[src/hdl/sseu_pkg.sv]
// Package for the sorted set union/intersection block.
// Holds widths, operation and status codes and the compare result type.
// No dependencies.
package sseu_pkg;

    localparam int SSEU_CAPACITY = 16;
    localparam int DATA_W        = 32;
    localparam int MODE_W        = 3;
    localparam int STAT_W        = 3;

    // Operation codes carried on the input tuser.
    localparam logic [MODE_W-1:0] MODE_INS_A = 3'd0;
    localparam logic [MODE_W-1:0] MODE_INS_B = 3'd1;
    localparam logic [MODE_W-1:0] MODE_UNION = 3'd2;
    localparam logic [MODE_W-1:0] MODE_ISECT = 3'd3;
    localparam logic [MODE_W-1:0] MODE_CLEAR = 3'd4;

    // Result status codes carried on the output tuser.
    localparam logic [STAT_W-1:0] ST_INSERTED = 3'd0;
    localparam logic [STAT_W-1:0] ST_DUP      = 3'd1;
    localparam logic [STAT_W-1:0] ST_FULL     = 3'd2;
    localparam logic [STAT_W-1:0] ST_ELEM     = 3'd3;
    localparam logic [STAT_W-1:0] ST_EMPTY    = 3'd4;
    localparam logic [STAT_W-1:0] ST_CLEARED  = 3'd5;

    typedef struct packed {
        logic eq;
        logic lt;
    } t_cmp;

endpackage

[src/hdl/sseu_mem.sv]
// Set storage: one write port and one registered read port.
// Depends on nothing; instantiated once per set by the top level.
module sseu_mem #(
    parameter int DEPTH = 16,
    parameter int WIDTH = 32
) (
    input  logic                     i_clk,
    input  logic                     i_wr_en,
    input  logic [$clog2(DEPTH)-1:0] i_wr_addr,
    input  logic [WIDTH-1:0]         i_wr_data,
    input  logic [$clog2(DEPTH)-1:0] i_rd_addr,
    output logic [WIDTH-1:0]         o_rd_data
);

    logic [WIDTH-1:0] r_mem [DEPTH];
    logic [WIDTH-1:0] r_rd_data;

    always_ff @(posedge i_clk) begin
        if (i_wr_en) begin
            r_mem[i_wr_addr] <= i_wr_data;
        end
        r_rd_data <= r_mem[i_rd_addr];
    end

    assign o_rd_data = r_rd_data;

endmodule

[src/hdl/sseu_cmp.sv]
// Shared signed comparator used by both the insert search and the merge walk.
// Depends on sseu_pkg for the compare result type.
module sseu_cmp (
    input  logic [sseu_pkg::DATA_W-1:0] i_a,
    input  logic [sseu_pkg::DATA_W-1:0] i_b,
    output sseu_pkg::t_cmp              o_cmp
);
    import sseu_pkg::*;

    assign o_cmp.eq = (i_a == i_b);
    assign o_cmp.lt = ($signed(i_a) < $signed(i_b));

endmodule

[src/hdl/sorted_set_union_intersection.sv]
// Top level of the sorted set union/intersection block: sequencer, two set
// memories and one shared comparator. Depends on sseu_pkg, sseu_mem, sseu_cmp.
//
// Usage: the slave stream carries one command per transfer. tuser selects
// insert into A, insert into B, union, intersection or clear; tdata carries
// the signed value for inserts. Codes 5 to 7 are consumed and ignored.
// The master stream returns results: tdata is the element (zero otherwise),
// tuser the status, tlast marks the final result of a command.
// Steps from accepting a command to loading its result (na, nb: set counts):
//   insert: one compare step per entry passed plus one, one shift step per
//           entry moved, then the write, then the result.
//   union/intersection: one merge step per cycle unless a stalled output
//           halts it; na + nb steps at most, an end check, then the result;
//           an element goes out when the next kept one is found.
//   clear: empties both sets, then the result.
// The block takes one command at a time; o_s_axis_tready is high only while
// it is idle. A finished result sits in the output register and the block
// may take the next command meanwhile; a stalled receiver halts the merge
// walk. Reset empties both sets and drops any pending result; no clearing
// pass is needed since stored entries are only read below the count.
module sorted_set_union_intersection #(
    parameter int CAPACITY = sseu_pkg::SSEU_CAPACITY
) (
    input  logic                        i_clk,
    input  logic                        i_rst_n,
    input  logic                        i_s_axis_tvalid,
    output logic                        o_s_axis_tready,
    input  logic [sseu_pkg::DATA_W-1:0] i_s_axis_tdata,   // [31:0] value
    input  logic [sseu_pkg::MODE_W-1:0] i_s_axis_tuser,   // [2:0] mode
    output logic                        o_m_axis_tvalid,
    input  logic                        i_m_axis_tready,
    output logic [sseu_pkg::DATA_W-1:0] o_m_axis_tdata,   // [31:0] result_value
    output logic [sseu_pkg::STAT_W-1:0] o_m_axis_tuser,   // [2:0] status
    output logic                        o_m_axis_tlast
);
    import sseu_pkg::*;

    localparam int IDX_W = $clog2(CAPACITY);
    localparam int CNT_W = $clog2(CAPACITY + 1);
    localparam logic [CNT_W-1:0] CNT_ONE  = CNT_W'(1);
    localparam logic [CNT_W-1:0] CNT_FULL = CNT_W'(CAPACITY);

    localparam logic [2:0] S_IDLE   = 3'd0;
    localparam logic [2:0] S_SEARCH = 3'd1;
    localparam logic [2:0] S_SHIFT  = 3'd2;
    localparam logic [2:0] S_MERGE  = 3'd3;
    localparam logic [2:0] S_DONE   = 3'd4;

    logic [2:0]        r_state, n_state;
    logic [CNT_W-1:0]  r_cnt_a, n_cnt_a, r_cnt_b, n_cnt_b;
    logic [CNT_W-1:0]  r_pos, n_pos, r_k, n_k, r_i, n_i, r_j, n_j;
    logic [DATA_W-1:0] r_val, n_val, r_hold, n_hold;
    logic [STAT_W-1:0] r_status, n_status;
    logic              r_sel, n_sel, r_isect, n_isect, r_any, n_any;

    logic              r_ovalid;
    logic [DATA_W-1:0] r_odata;
    logic [STAT_W-1:0] r_ouser;
    logic              r_olast;

    logic              out_free, load_out;
    logic [DATA_W-1:0] out_data;
    logic [STAT_W-1:0] out_user;
    logic              out_last;

    logic [CNT_W-1:0]  cnt_sel, k_m1;
    logic [IDX_W-1:0]  seq_addr, rd_addr_a, rd_addr_b, wr_addr;
    logic [DATA_W-1:0] rd_a, rd_b, rd_sel, wr_data, op_a, op_b, pick_val;
    logic              wr_en_a, wr_en_b, wr_go;
    logic              has_a, has_b, take, adv_a, adv_b;
    t_cmp              cmp;

    sseu_mem #(.DEPTH(CAPACITY), .WIDTH(DATA_W)) u_mem_a (
        .i_clk     (i_clk),
        .i_wr_en   (wr_en_a),
        .i_wr_addr (wr_addr),
        .i_wr_data (wr_data),
        .i_rd_addr (rd_addr_a),
        .o_rd_data (rd_a)
    );

    sseu_mem #(.DEPTH(CAPACITY), .WIDTH(DATA_W)) u_mem_b (
        .i_clk     (i_clk),
        .i_wr_en   (wr_en_b),
        .i_wr_addr (wr_addr),
        .i_wr_data (wr_data),
        .i_rd_addr (rd_addr_b),
        .o_rd_data (rd_b)
    );

    sseu_cmp u_cmp (
        .i_a   (op_a),
        .i_b   (op_b),
        .o_cmp (cmp)
    );

    assign cnt_sel  = r_sel ? r_cnt_b : r_cnt_a;
    assign rd_sel   = r_sel ? rd_b : rd_a;
    assign op_a     = (r_state == S_MERGE) ? rd_a : r_val;
    assign op_b     = (r_state == S_MERGE) ? rd_b : rd_sel;
    assign out_free = !r_ovalid || i_m_axis_tready;
    assign has_a    = (r_i < r_cnt_a);
    assign has_b    = (r_j < r_cnt_b);

    // Merge step: which side advances and whether the value is kept.
    always_comb begin
        take     = 1'b0;
        adv_a    = 1'b0;
        adv_b    = 1'b0;
        pick_val = rd_a;
        if (has_a && has_b) begin
            if (cmp.eq) begin
                adv_a = 1'b1;
                adv_b = 1'b1;
                take  = 1'b1;
            end else if (cmp.lt) begin
                adv_a = 1'b1;
                take  = !r_isect;
            end else begin
                adv_b    = 1'b1;
                pick_val = rd_b;
                take     = !r_isect;
            end
        end else if (has_a) begin
            adv_a = 1'b1;
            take  = !r_isect;
        end else if (has_b) begin
            adv_b    = 1'b1;
            pick_val = rd_b;
            take     = !r_isect;
        end
    end

    always_comb begin
        n_state  = r_state;
        n_cnt_a  = r_cnt_a;
        n_cnt_b  = r_cnt_b;
        n_pos    = r_pos;
        n_k      = r_k;
        n_i      = r_i;
        n_j      = r_j;
        n_val    = r_val;
        n_hold   = r_hold;
        n_status = r_status;
        n_sel    = r_sel;
        n_isect  = r_isect;
        n_any    = r_any;
        load_out = 1'b0;
        out_data = r_hold;
        out_user = ST_ELEM;
        out_last = 1'b0;
        wr_go    = 1'b0;
        wr_data  = r_val;

        unique case (r_state)
            S_IDLE: begin
                if (i_s_axis_tvalid) begin
                    n_val  = i_s_axis_tdata;
                    n_hold = '0;
                    n_any  = 1'b0;
                    n_pos  = '0;
                    n_i    = '0;
                    n_j    = '0;
                    unique case (i_s_axis_tuser) inside
                        MODE_INS_A, MODE_INS_B: begin
                            n_sel   = (i_s_axis_tuser == MODE_INS_B);
                            n_state = S_SEARCH;
                        end
                        MODE_UNION, MODE_ISECT: begin
                            n_isect = (i_s_axis_tuser == MODE_ISECT);
                            n_state = S_MERGE;
                        end
                        MODE_CLEAR: begin
                            n_cnt_a  = '0;
                            n_cnt_b  = '0;
                            n_status = ST_CLEARED;
                            n_state  = S_DONE;
                        end
                        default: ;
                    endcase
                end
            end
            S_SEARCH: begin
                // The equality search runs before the capacity check.
                if (r_pos != cnt_sel && cmp.eq) begin
                    n_status = ST_DUP;
                    n_state  = S_DONE;
                end else if (r_pos == cnt_sel || cmp.lt) begin
                    if (cnt_sel == CNT_FULL) begin
                        n_status = ST_FULL;
                        n_state  = S_DONE;
                    end else begin
                        n_k     = cnt_sel;
                        n_state = S_SHIFT;
                    end
                end else begin
                    n_pos = r_pos + CNT_ONE;
                end
            end
            S_SHIFT: begin
                wr_go = 1'b1;
                if (r_k == r_pos) begin
                    wr_data  = r_val;
                    n_status = ST_INSERTED;
                    n_state  = S_DONE;
                    if (r_sel) begin
                        n_cnt_b = r_cnt_b + CNT_ONE;
                    end else begin
                        n_cnt_a = r_cnt_a + CNT_ONE;
                    end
                end else begin
                    wr_data = rd_sel;
                    n_k     = r_k - CNT_ONE;
                end
            end
            S_MERGE: begin
                if (!has_a && !has_b) begin
                    n_status = r_any ? ST_ELEM : ST_EMPTY;
                    n_state  = S_DONE;
                end else if (!(take && r_any && !out_free)) begin
                    // One element is held back so that tlast can go on the final one.
                    n_i = r_i + CNT_W'(adv_a);
                    n_j = r_j + CNT_W'(adv_b);
                    if (take) begin
                        load_out = r_any;
                        n_hold   = pick_val;
                        n_any    = 1'b1;
                    end
                end
            end
            S_DONE: begin
                if (out_free) begin
                    load_out = 1'b1;
                    out_user = r_status;
                    out_last = 1'b1;
                    n_state  = S_IDLE;
                end
            end
            default: n_state = S_IDLE;
        endcase
    end

    assign k_m1      = n_k - CNT_ONE;
    assign seq_addr  = (n_state == S_SHIFT) ? k_m1[IDX_W-1:0] : n_pos[IDX_W-1:0];
    assign rd_addr_a = (n_state == S_MERGE) ? n_i[IDX_W-1:0] : seq_addr;
    assign rd_addr_b = (n_state == S_MERGE) ? n_j[IDX_W-1:0] : seq_addr;
    assign wr_addr   = r_k[IDX_W-1:0];
    assign wr_en_a   = wr_go && !r_sel;
    assign wr_en_b   = wr_go && r_sel;

    always_ff @(posedge i_clk) begin
        if (!i_rst_n) begin
            r_state  <= S_IDLE;
            r_cnt_a  <= '0;
            r_cnt_b  <= '0;
            r_ovalid <= 1'b0;
        end else begin
            r_state <= n_state;
            r_cnt_a <= n_cnt_a;
            r_cnt_b <= n_cnt_b;
            if (load_out) begin
                r_ovalid <= 1'b1;
            end else if (i_m_axis_tready) begin
                r_ovalid <= 1'b0;
            end
        end
    end

    always_ff @(posedge i_clk) begin
        r_pos    <= n_pos;
        r_k      <= n_k;
        r_i      <= n_i;
        r_j      <= n_j;
        r_val    <= n_val;
        r_hold   <= n_hold;
        r_status <= n_status;
        r_sel    <= n_sel;
        r_isect  <= n_isect;
        r_any    <= n_any;
        if (load_out) begin
            r_odata <= out_data;
            r_ouser <= out_user;
            r_olast <= out_last;
        end
    end

    assign o_s_axis_tready = (r_state == S_IDLE);
    assign o_m_axis_tvalid = r_ovalid;
    assign o_m_axis_tdata  = r_odata;
    assign o_m_axis_tuser  = r_ouser;
    assign o_m_axis_tlast  = r_olast;

endmodule

[config.mk]
export PLATFORM = sky130hd
export DESIGN_NAME = sorted_set_union_intersection
export DESIGN_NICKNAME = d
export VERILOG_FILES = /design/src/hdl/sseu_pkg.sv /design/src/hdl/sseu_mem.sv /design/src/hdl/sseu_cmp.sv /design/src/hdl/sorted_set_union_intersection.sv
export SDC_FILE = /design/constraint.sdc
export NUM_CORES = 2
export LEC_CHECK = 0
export BUFFER_PORTS_ARGS = -buffer_cell sky130_fd_sc_hd__buf_2
export CORE_MARGIN = 3
export CORE_UTILIZATION = 61
export DETAILED_ROUTE_END_ITERATION = 16
export HOLD_SLACK_MARGIN = 0.03
export PLACE_DENSITY_LB_ADDON = 0.25
export SLEW_MARGIN = 20
export SYNTH_ARGS = -nofsm -noshare
export SYNTH_HDL_FRONTEND = slang
export SYNTH_SLANG_ARGS = --single-unit
[constraint.sdc]
create_clock -name i_clk -period 8.1 [get_ports i_clk]
set_input_delay 0.405 -clock i_clk [delete_from_list [all_inputs] [get_ports i_clk]]
set_output_delay 0.405 -clock i_clk [all_outputs]
set_load 0.1 [all_outputs]
# Yosys cells after proc, flatten, opt, wreduce, memory -nomap -nowiden
# Memories as Yosys holds them, arrays and structs flattened. A register that Yosys moved wholly into a read port is not among the register bits.
# Cells that the tools add are included.
# W data, S select, Z words.
# totals
register_bits	140
mem_bits_rw	1024
in_bits	39
out_inout_bits	38
elab_cells	186
n_memories	2
# classes
addsub	7
n_lt_le_gt_ge	3
n_eq_ne	28
muxes	92
n_reduce_logical	34
# memory_table
name	words	word_bits	rd	rd_ports_with_merged_regs	wr	line	rtl
u_mem_a.r_mem	16	32	1	1	1	sseu_mem.sv:15	logic [WIDTH-1:0] r_mem [DEPTH];
u_mem_b.r_mem	16	32	1	1	1	sseu_mem.sv:15	
# op_table
cell	count
$mux W32	14
$mux W5	20
$pmux W32 S2	1
$pmux W5 S2	6
$mux W3	15
$eq A32 B32 Y1	1
$lt A32 B32 Y1	1
$mux W1	28
$eq A3 B2 Y1 const B	6
$ne A2 B2 Y1 const B	9
$add A5 B1 Y5 const B	3
$pmux W3 S5	1
$reduce_and A5 Y1	3
$mux W4	3
$pmux W3 S4	1
$add A5 B1 Y5	2
$eq A5 B5 Y1	2
$lt A5 B5 Y1	2
$pmux W3 S3	1
$reduce_and A4 Y1	2
$reduce_bool A2 Y1	4
$logic_and A1 B1 Y1	7
$reduce_and A7 Y1	1
$eq A3 B1 Y1 const B	2
15 further kinds	29

# Longest topological paths before layout
# depth
ltp_word	11
depth_mapped	26
depth_no_buf	21

# By module
# Synthesis repeated with hierarchy kept, for this count alone.
# hier_totals
hier_cells	2607
area_unflattened_um2	48371.4
# modules_own_cells
mod	n_inst	cells_per_inst	area_per_inst_um2	seq_area_each_um2
sseu_mem at u_mem_a	1	838	19854.0	16015.4
sseu_mem at u_mem_b	1	838	19835.3	16015.4
sorted_set_union_intersection	1	814	7825.0	3903.7
sseu_cmp	1	117	857.1	0.0

# Worst setup path after synthesis
# No wires, ideal clock.
# synth_path
kind	register to register
startpoint	reg r_state[2]
endpoint	reg r_odata[0] (netlist: o_m_axis_tdata[0]) (enable)
setup_ps	486
arrival_time_ps	5928
required_ps	7614
setup_slack_ps	1685
path_stages_with_launch	14
path_buffers	3
period_less_slack_ps	6415
cell_sequence	dfxtp_1 -> clkbuf_1 -> or2_2 -> clkbuf_1 -> inv_2 -> nor2_1 -> clkbuf_1 -> mux2i_1 -> ha_1 -> nand4_2 -> nor4_1 -> and2_1 -> a31oi_1 -> o31ai_1
# synth_between
elab_chain_cells	10
elab_cells_between_ends	13
classes_between	3 x eq/ne; 8 x mux; 2 x reduce/logical
# synth_rtl
element	line	rtl
from (decl)	sorted_set_union_intersection.sv:49	logic [2:0] r_state, n_state;
from (signal assigned)	sorted_set_union_intersection.sv:258	r_state <= n_state;
$eq A3 B2 Y1	sorted_set_union_intersection.sv:99, sorted_set_union_intersection.sv:100, sorted_set_union_intersection.sv:155	
$mux W32 (on tied branches)	sorted_set_union_intersection.sv:99, sorted_set_union_intersection.sv:100	
$eq A32 B32 Y1	sseu_cmp.sv:10	assign o_cmp.eq = (i_a == i_b);
$mux W1	sorted_set_union_intersection.sv:112	if (cmp.eq) begin
$mux W1	sorted_set_union_intersection.sv:111	if (has_a && has_b) begin
$logic_and A1 B1 Y1 (2 in a row)	sorted_set_union_intersection.sv:220	end else if (!(take && r_any && !out_free)) begin
$mux W1	sorted_set_union_intersection.sv:220	
$mux W1	sorted_set_union_intersection.sv:217	if (!has_a && !has_b) begin
$pmux W1 S2 *	sorted_set_union_intersection.sv:155	unique case (r_state)
named net load_out	sorted_set_union_intersection.sv:61	logic out_free, load_out;
to (signal assigned)	sorted_set_union_intersection.sv:281	r_odata <= out_data;
to (decl)	sorted_set_union_intersection.sv:57	logic [DATA_W-1:0] r_odata;
# Mark *: on every way through the listed nets, which the timed path passes. The rest lies on a longest branch.
# A chain may end at the register's enable or synchronous reset.

# Worst setup path after layout
# layout_path
startpoint	reg r_state[2]
endpoint	reg u_mem_b.r_rd_data[23] (netlist: u_mem_b.o_rd_data[23]) (read register of u_mem_b.r_mem)
# layout_between
elab_chain_cells	11
elab_cells_between_ends	41
classes_between	2 x add/sub; 1 x order compare; 7 x eq/ne; 26 x mux; 5 x reduce/logical
# layout_rtl
element	line	rtl
$eq A3 B2 Y1	sorted_set_union_intersection.sv:99, sorted_set_union_intersection.sv:100, sorted_set_union_intersection.sv:155	
$mux W32 (on tied branches)	sorted_set_union_intersection.sv:99, sorted_set_union_intersection.sv:100	
$lt A32 B32 Y1 / $eq A32 B32 Y1 (equally long branches)	sseu_cmp.sv:11, sseu_cmp.sv:10	
$mux W1 (on tied branches)	sorted_set_union_intersection.sv:116, sorted_set_union_intersection.sv:112	
$mux W1 (on tied branches)	sorted_set_union_intersection.sv:112, sorted_set_union_intersection.sv:111	
$mux W1 / $logic_and A1 B1 Y1 (equally long branches)	sorted_set_union_intersection.sv:111, sorted_set_union_intersection.sv:220	
$add A5 B1 Y5 / $logic_and A1 B1 Y1 (equally long branches)	sorted_set_union_intersection.sv:223, sorted_set_union_intersection.sv:220	
$mux W5	sorted_set_union_intersection.sv:220	
$mux W5	sorted_set_union_intersection.sv:217	
$pmux W5 S2	sorted_set_union_intersection.sv:155	
$mux W4 *	sorted_set_union_intersection.sv:246	assign rd_addr_b = (n_state == S_MERGE) ? n_j[IDX_W-1:0] : seq_addr;
to (decl)	sseu_mem.sv:16	logic [WIDTH-1:0] r_rd_data;
# Mark *: on every way between the ends. The rest lies on a longest branch, timed or not. The select of a mux whose other input is x is not followed.

==> out/metrics.yaml <==
status: "completed"
yosysWarningCount: 0
multi_input_area_mm2: 0.01447
antenna_left: 0
vias: 27720
wirelength_mm: 124.7
core_mm2: 0.08277
grt_pass1_wl_mm: 180.6
die_w_um: 296.2
cts_max_level: 3
arrival_ps: 8060
ir_drop_uv: 279.0
cts_made_buffers: 118
port_buffers: 76
initial_core_util_pct: 62.07
post_cts_buffers: 0
synth_fp_nets: 3139
clk_pin_slew_ps: 70
die_area_mm2: 0.08773
clock_sinks: 1228
grt_pass1_vias: 27780
reg2reg_depth: 23
hold_path.class: "input port to flop"
tns_ps: 0
antenna_found_initial: 2
die_y_um: 296.2
setup_slack_ps: 601.9
maxCapViolations: 0
drtIter0Drc: 2397
path_class: "flop to flop"
fin_crit_ps: 7498
dp_hpwl_mm: 69.17
ff_latch_area_mm2: 0.03593
drv_slew: 0
n_antenna_cell: 0
finalHoldViolations: 0
p_leak_nw: 21.16
drc_errors: 0
nFillCells: 5339
rsz0062_at_grt: "false"
synth_edf_count: 1134
rows: 105
final_nets: 3315
syn_area_per_cell_um2: 16.86
viasPerCell: 6.305
fin_crit_sh_pct: 92.57
clk_latency_ps: 710
clk_path_buf_depth: 3
grt_remaining_overflow: 0
startpoint_type: "flop"
ys_seq_area_share_pct: 69.95
grt_max_degree: 129
cts_tree: "built"
syn_inst: 3047
power.density_mw_per_mm2: 335.1
drive_above_1_share_pct: 12.86
drt_pass1_iterations: 5
fin_skew_ps: 31.38
cp-end-kind: "flop"
dp_slack_ps: 747.2
wl_per_cell_um: 28.36
cp_max_fo: 91
setup_viol: 0
synth_seq_cells: 1228
synthArstFlopShare_pct: 0
worst_pin_slew_ps: 1143
slew_headroom_pct: 23.60
io_pins: 77
root_buffer: "clkbuf_16"
required_ps: 8670
timing.fmax_mhz: 133.4
synth_cell_types: 72
synth_area_mm2: 0.05137
area_growth_pct: 11.65
ys.flop_type: "edfxtp_1"
routabilityCongestion: 0.9172
hold_path_depth: 2
grtUsageTotal_pct: 28.45
==> layout by cell type (no fill, tap or decap), types with 5 or more instances in the layout <==
master | netlist | layout
nand4_1 | 18 | 18
edfxtp_1 | 1134 | 1134
nor4_1 | 5 | 5
ha_1 | 53 | 53
buf_2 | 4 | 76
nor2b_1 | 6 | 6
nand2_1 | 176 | 176
or2_2 | 6 | 5
dfxtp_1 | 94 | 94
dlygate4sd3_1 | 0 | 33
clkbuf_8 | 1 | 5
bufinv_16 | 0 | 13
xor2_1 | 7 | 7
a21oi_1 | 32 | 32
o21ai_0 | 49 | 17
a21o_1 | 9 | 9
o21a_1 | 9 | 9
clkinv_1 | 0 | 19
buf_4 | 34 | 81
clkinv_2 | 0 | 30
nor2_4 | 0 | 34
o21ai_1 | 4 | 32
clkbuf_16 | 0 | 118
inv_1 | 20 | 19
buf_12 | 0 | 13
nand3_1 | 13 | 13
clkinvlp_4 | 0 | 8
mux2i_1 | 1061 | 1061
clkbuf_1 | 36 | 19
and3_1 | 5 | 5
xnor2_1 | 16 | 16
and2_1 | 8 | 8
nand2b_1 | 6 | 5
nor3_1 | 7 | 7
nor2_1 | 98 | 64
==> path summary, 6_finish.rpt <==
check | slack (ps) | startpoint | end
max | 600 | r_state[2] | u_mem_b.o_rd_data[23]
min | 80 | i_s_axis_tuser[0] | r_isect
max reg2reg | 600 | r_state[2] | u_mem_b.o_rd_data[23]
min reg2reg | 400 | out_data[3] | o_m_axis_tdata[3]
==> critical path, cell delays in order, from the launching register on <==
cell and delay, ps:
dfxtp_1 650, or2_4 240, inv_2 50, nor2_4 510
buf_4 350, mux2i_1 120, ha_1 310, nand4_1 160
nor4_1 960, buf_4 280, o41ai_2 140, and4_4 250
o211ai_2 490, and2_1 300, a21oi_1 120, ha_1 330
a32o_1 310, o21ai_4 190, buf_12 230, buf_12 490
mux2i_1 320, mux2i_1 110, mux2i_1 200, mux2i_1 90
==> logic make-up after synthesis <==
| logic type | synth area share [%] |
|---|---|
| xor gates and xnor gates | 0.3921 |
| AOI/OAI and AO/OA | 1.892 |
| and+or+nand+nor | 3.183 |
| muxes | 20.72 |
| DFF | 69.95 |
| adders and majority gates | 1.291 |
| buffers and inverters | 2.574 |
==> flip-flops by register name (all words and copies together), names as in the netlist, 32 cells and up <==
register / cells
u_mem_a.r_mem: 512
u_mem_a.o_rd_data: 32
o_m_axis_tdata: 32
u_mem_b.o_rd_data: 32
out_data: 32
u_mem_b.r_mem: 512
r_val: 32
==> layout make-up <==
cell class	instances	area share, %
inverter	21	0.1374
clock inverter	82	1.488
tap	1070	2.334
multi-input combinational	1650	25.23
sequential	1228	62.65
timing repair buffer	204	2.773
clock buffer	142	5.392
==> cells in the mapped netlist (3+ instances only) <==
master / count / area, µm²
a21o_1: 9 / 67.56
mux2i_1: 1061 / 10620
a221oi_1: 3 / 26.28
nor4_1: 5 / 31.28
xnor2_1: 16 / 140.1
nand2b_1: 6 / 37.54
a21oi_1: 32 / 160.2
nand3_1: 13 / 65.06
xor2_1: 7 / 61.31
clkbuf_1: 36 / 135.1
buf_6: 55 / 619.3
buf_8: 11 / 165.2
o22ai_1: 3 / 18.77
buf_1: 4 / 15.01
o31ai_1: 4 / 30.03
nor3_1: 7 / 35.03
and3_1: 5 / 31.28
inv_1: 20 / 75.07
nor2b_1: 6 / 37.54
or2_2: 6 / 37.54
o211ai_1: 4 / 30.03
buf_4: 34 / 255.2
and2_1: 8 / 50.05
o21ai_1: 4 / 20.02
o21ai_0: 49 / 245.2
o21a_1: 9 / 67.56
buf_2: 4 / 20.02
nor2_1: 98 / 367.9
dfxtp_1: 94 / 1882
a211oi_1: 3 / 22.52
nand2_1: 176 / 660.6
edfxtp_1: 1134 / 34050
ha_1: 53 / 663.1
nand4_1: 18 / 112.6
==> metrics by stage <==
step           std cells  util [%]  hold WS, ps  instance area [µm²]  total power, mW
2_1_floorplan       3047         -        400.3                51370            12.48
3_3_place_gp        4139     64.10        404.4                53050            13.55
3_5_place_dp        4140     64.11        404.5                53060            13.73
4_1_cts             4397     69.28        36.90                57340            19.25
5_1_grt             4397     69.30        53.72                57360            19.94
6_report            4397     69.30        77.67                57360            19.22
==> power breakdown <==
| part | switching, mW | leakage (nW) | internal (mW) |
|---|---|---|---|
| clock | 2.37 | 1.93 | 3.16 |
| combinational | 3.37 | 8.18 | 2.19 |
| sequential | 0.378 | 11.0 | 7.77 |
==> routing by layer <==
metal / routed length [µm] / global-route usage, % / share of wire [%]
met5: 13 / 0 / 0.010
met4: 5441 / 11.38 / 4.4
met1: 49910 / 38.34 / 40
met3: 10600 / 6.133 / 8.5
met2: 58720 / 45.71 / 47
==> what timing repair did <==
item,CTS,global route
hold endpoints to repair,35,0
resized for setup,0,0
hold buffers,33,0
Note: power is estimated with default switching activity, not from simulation.
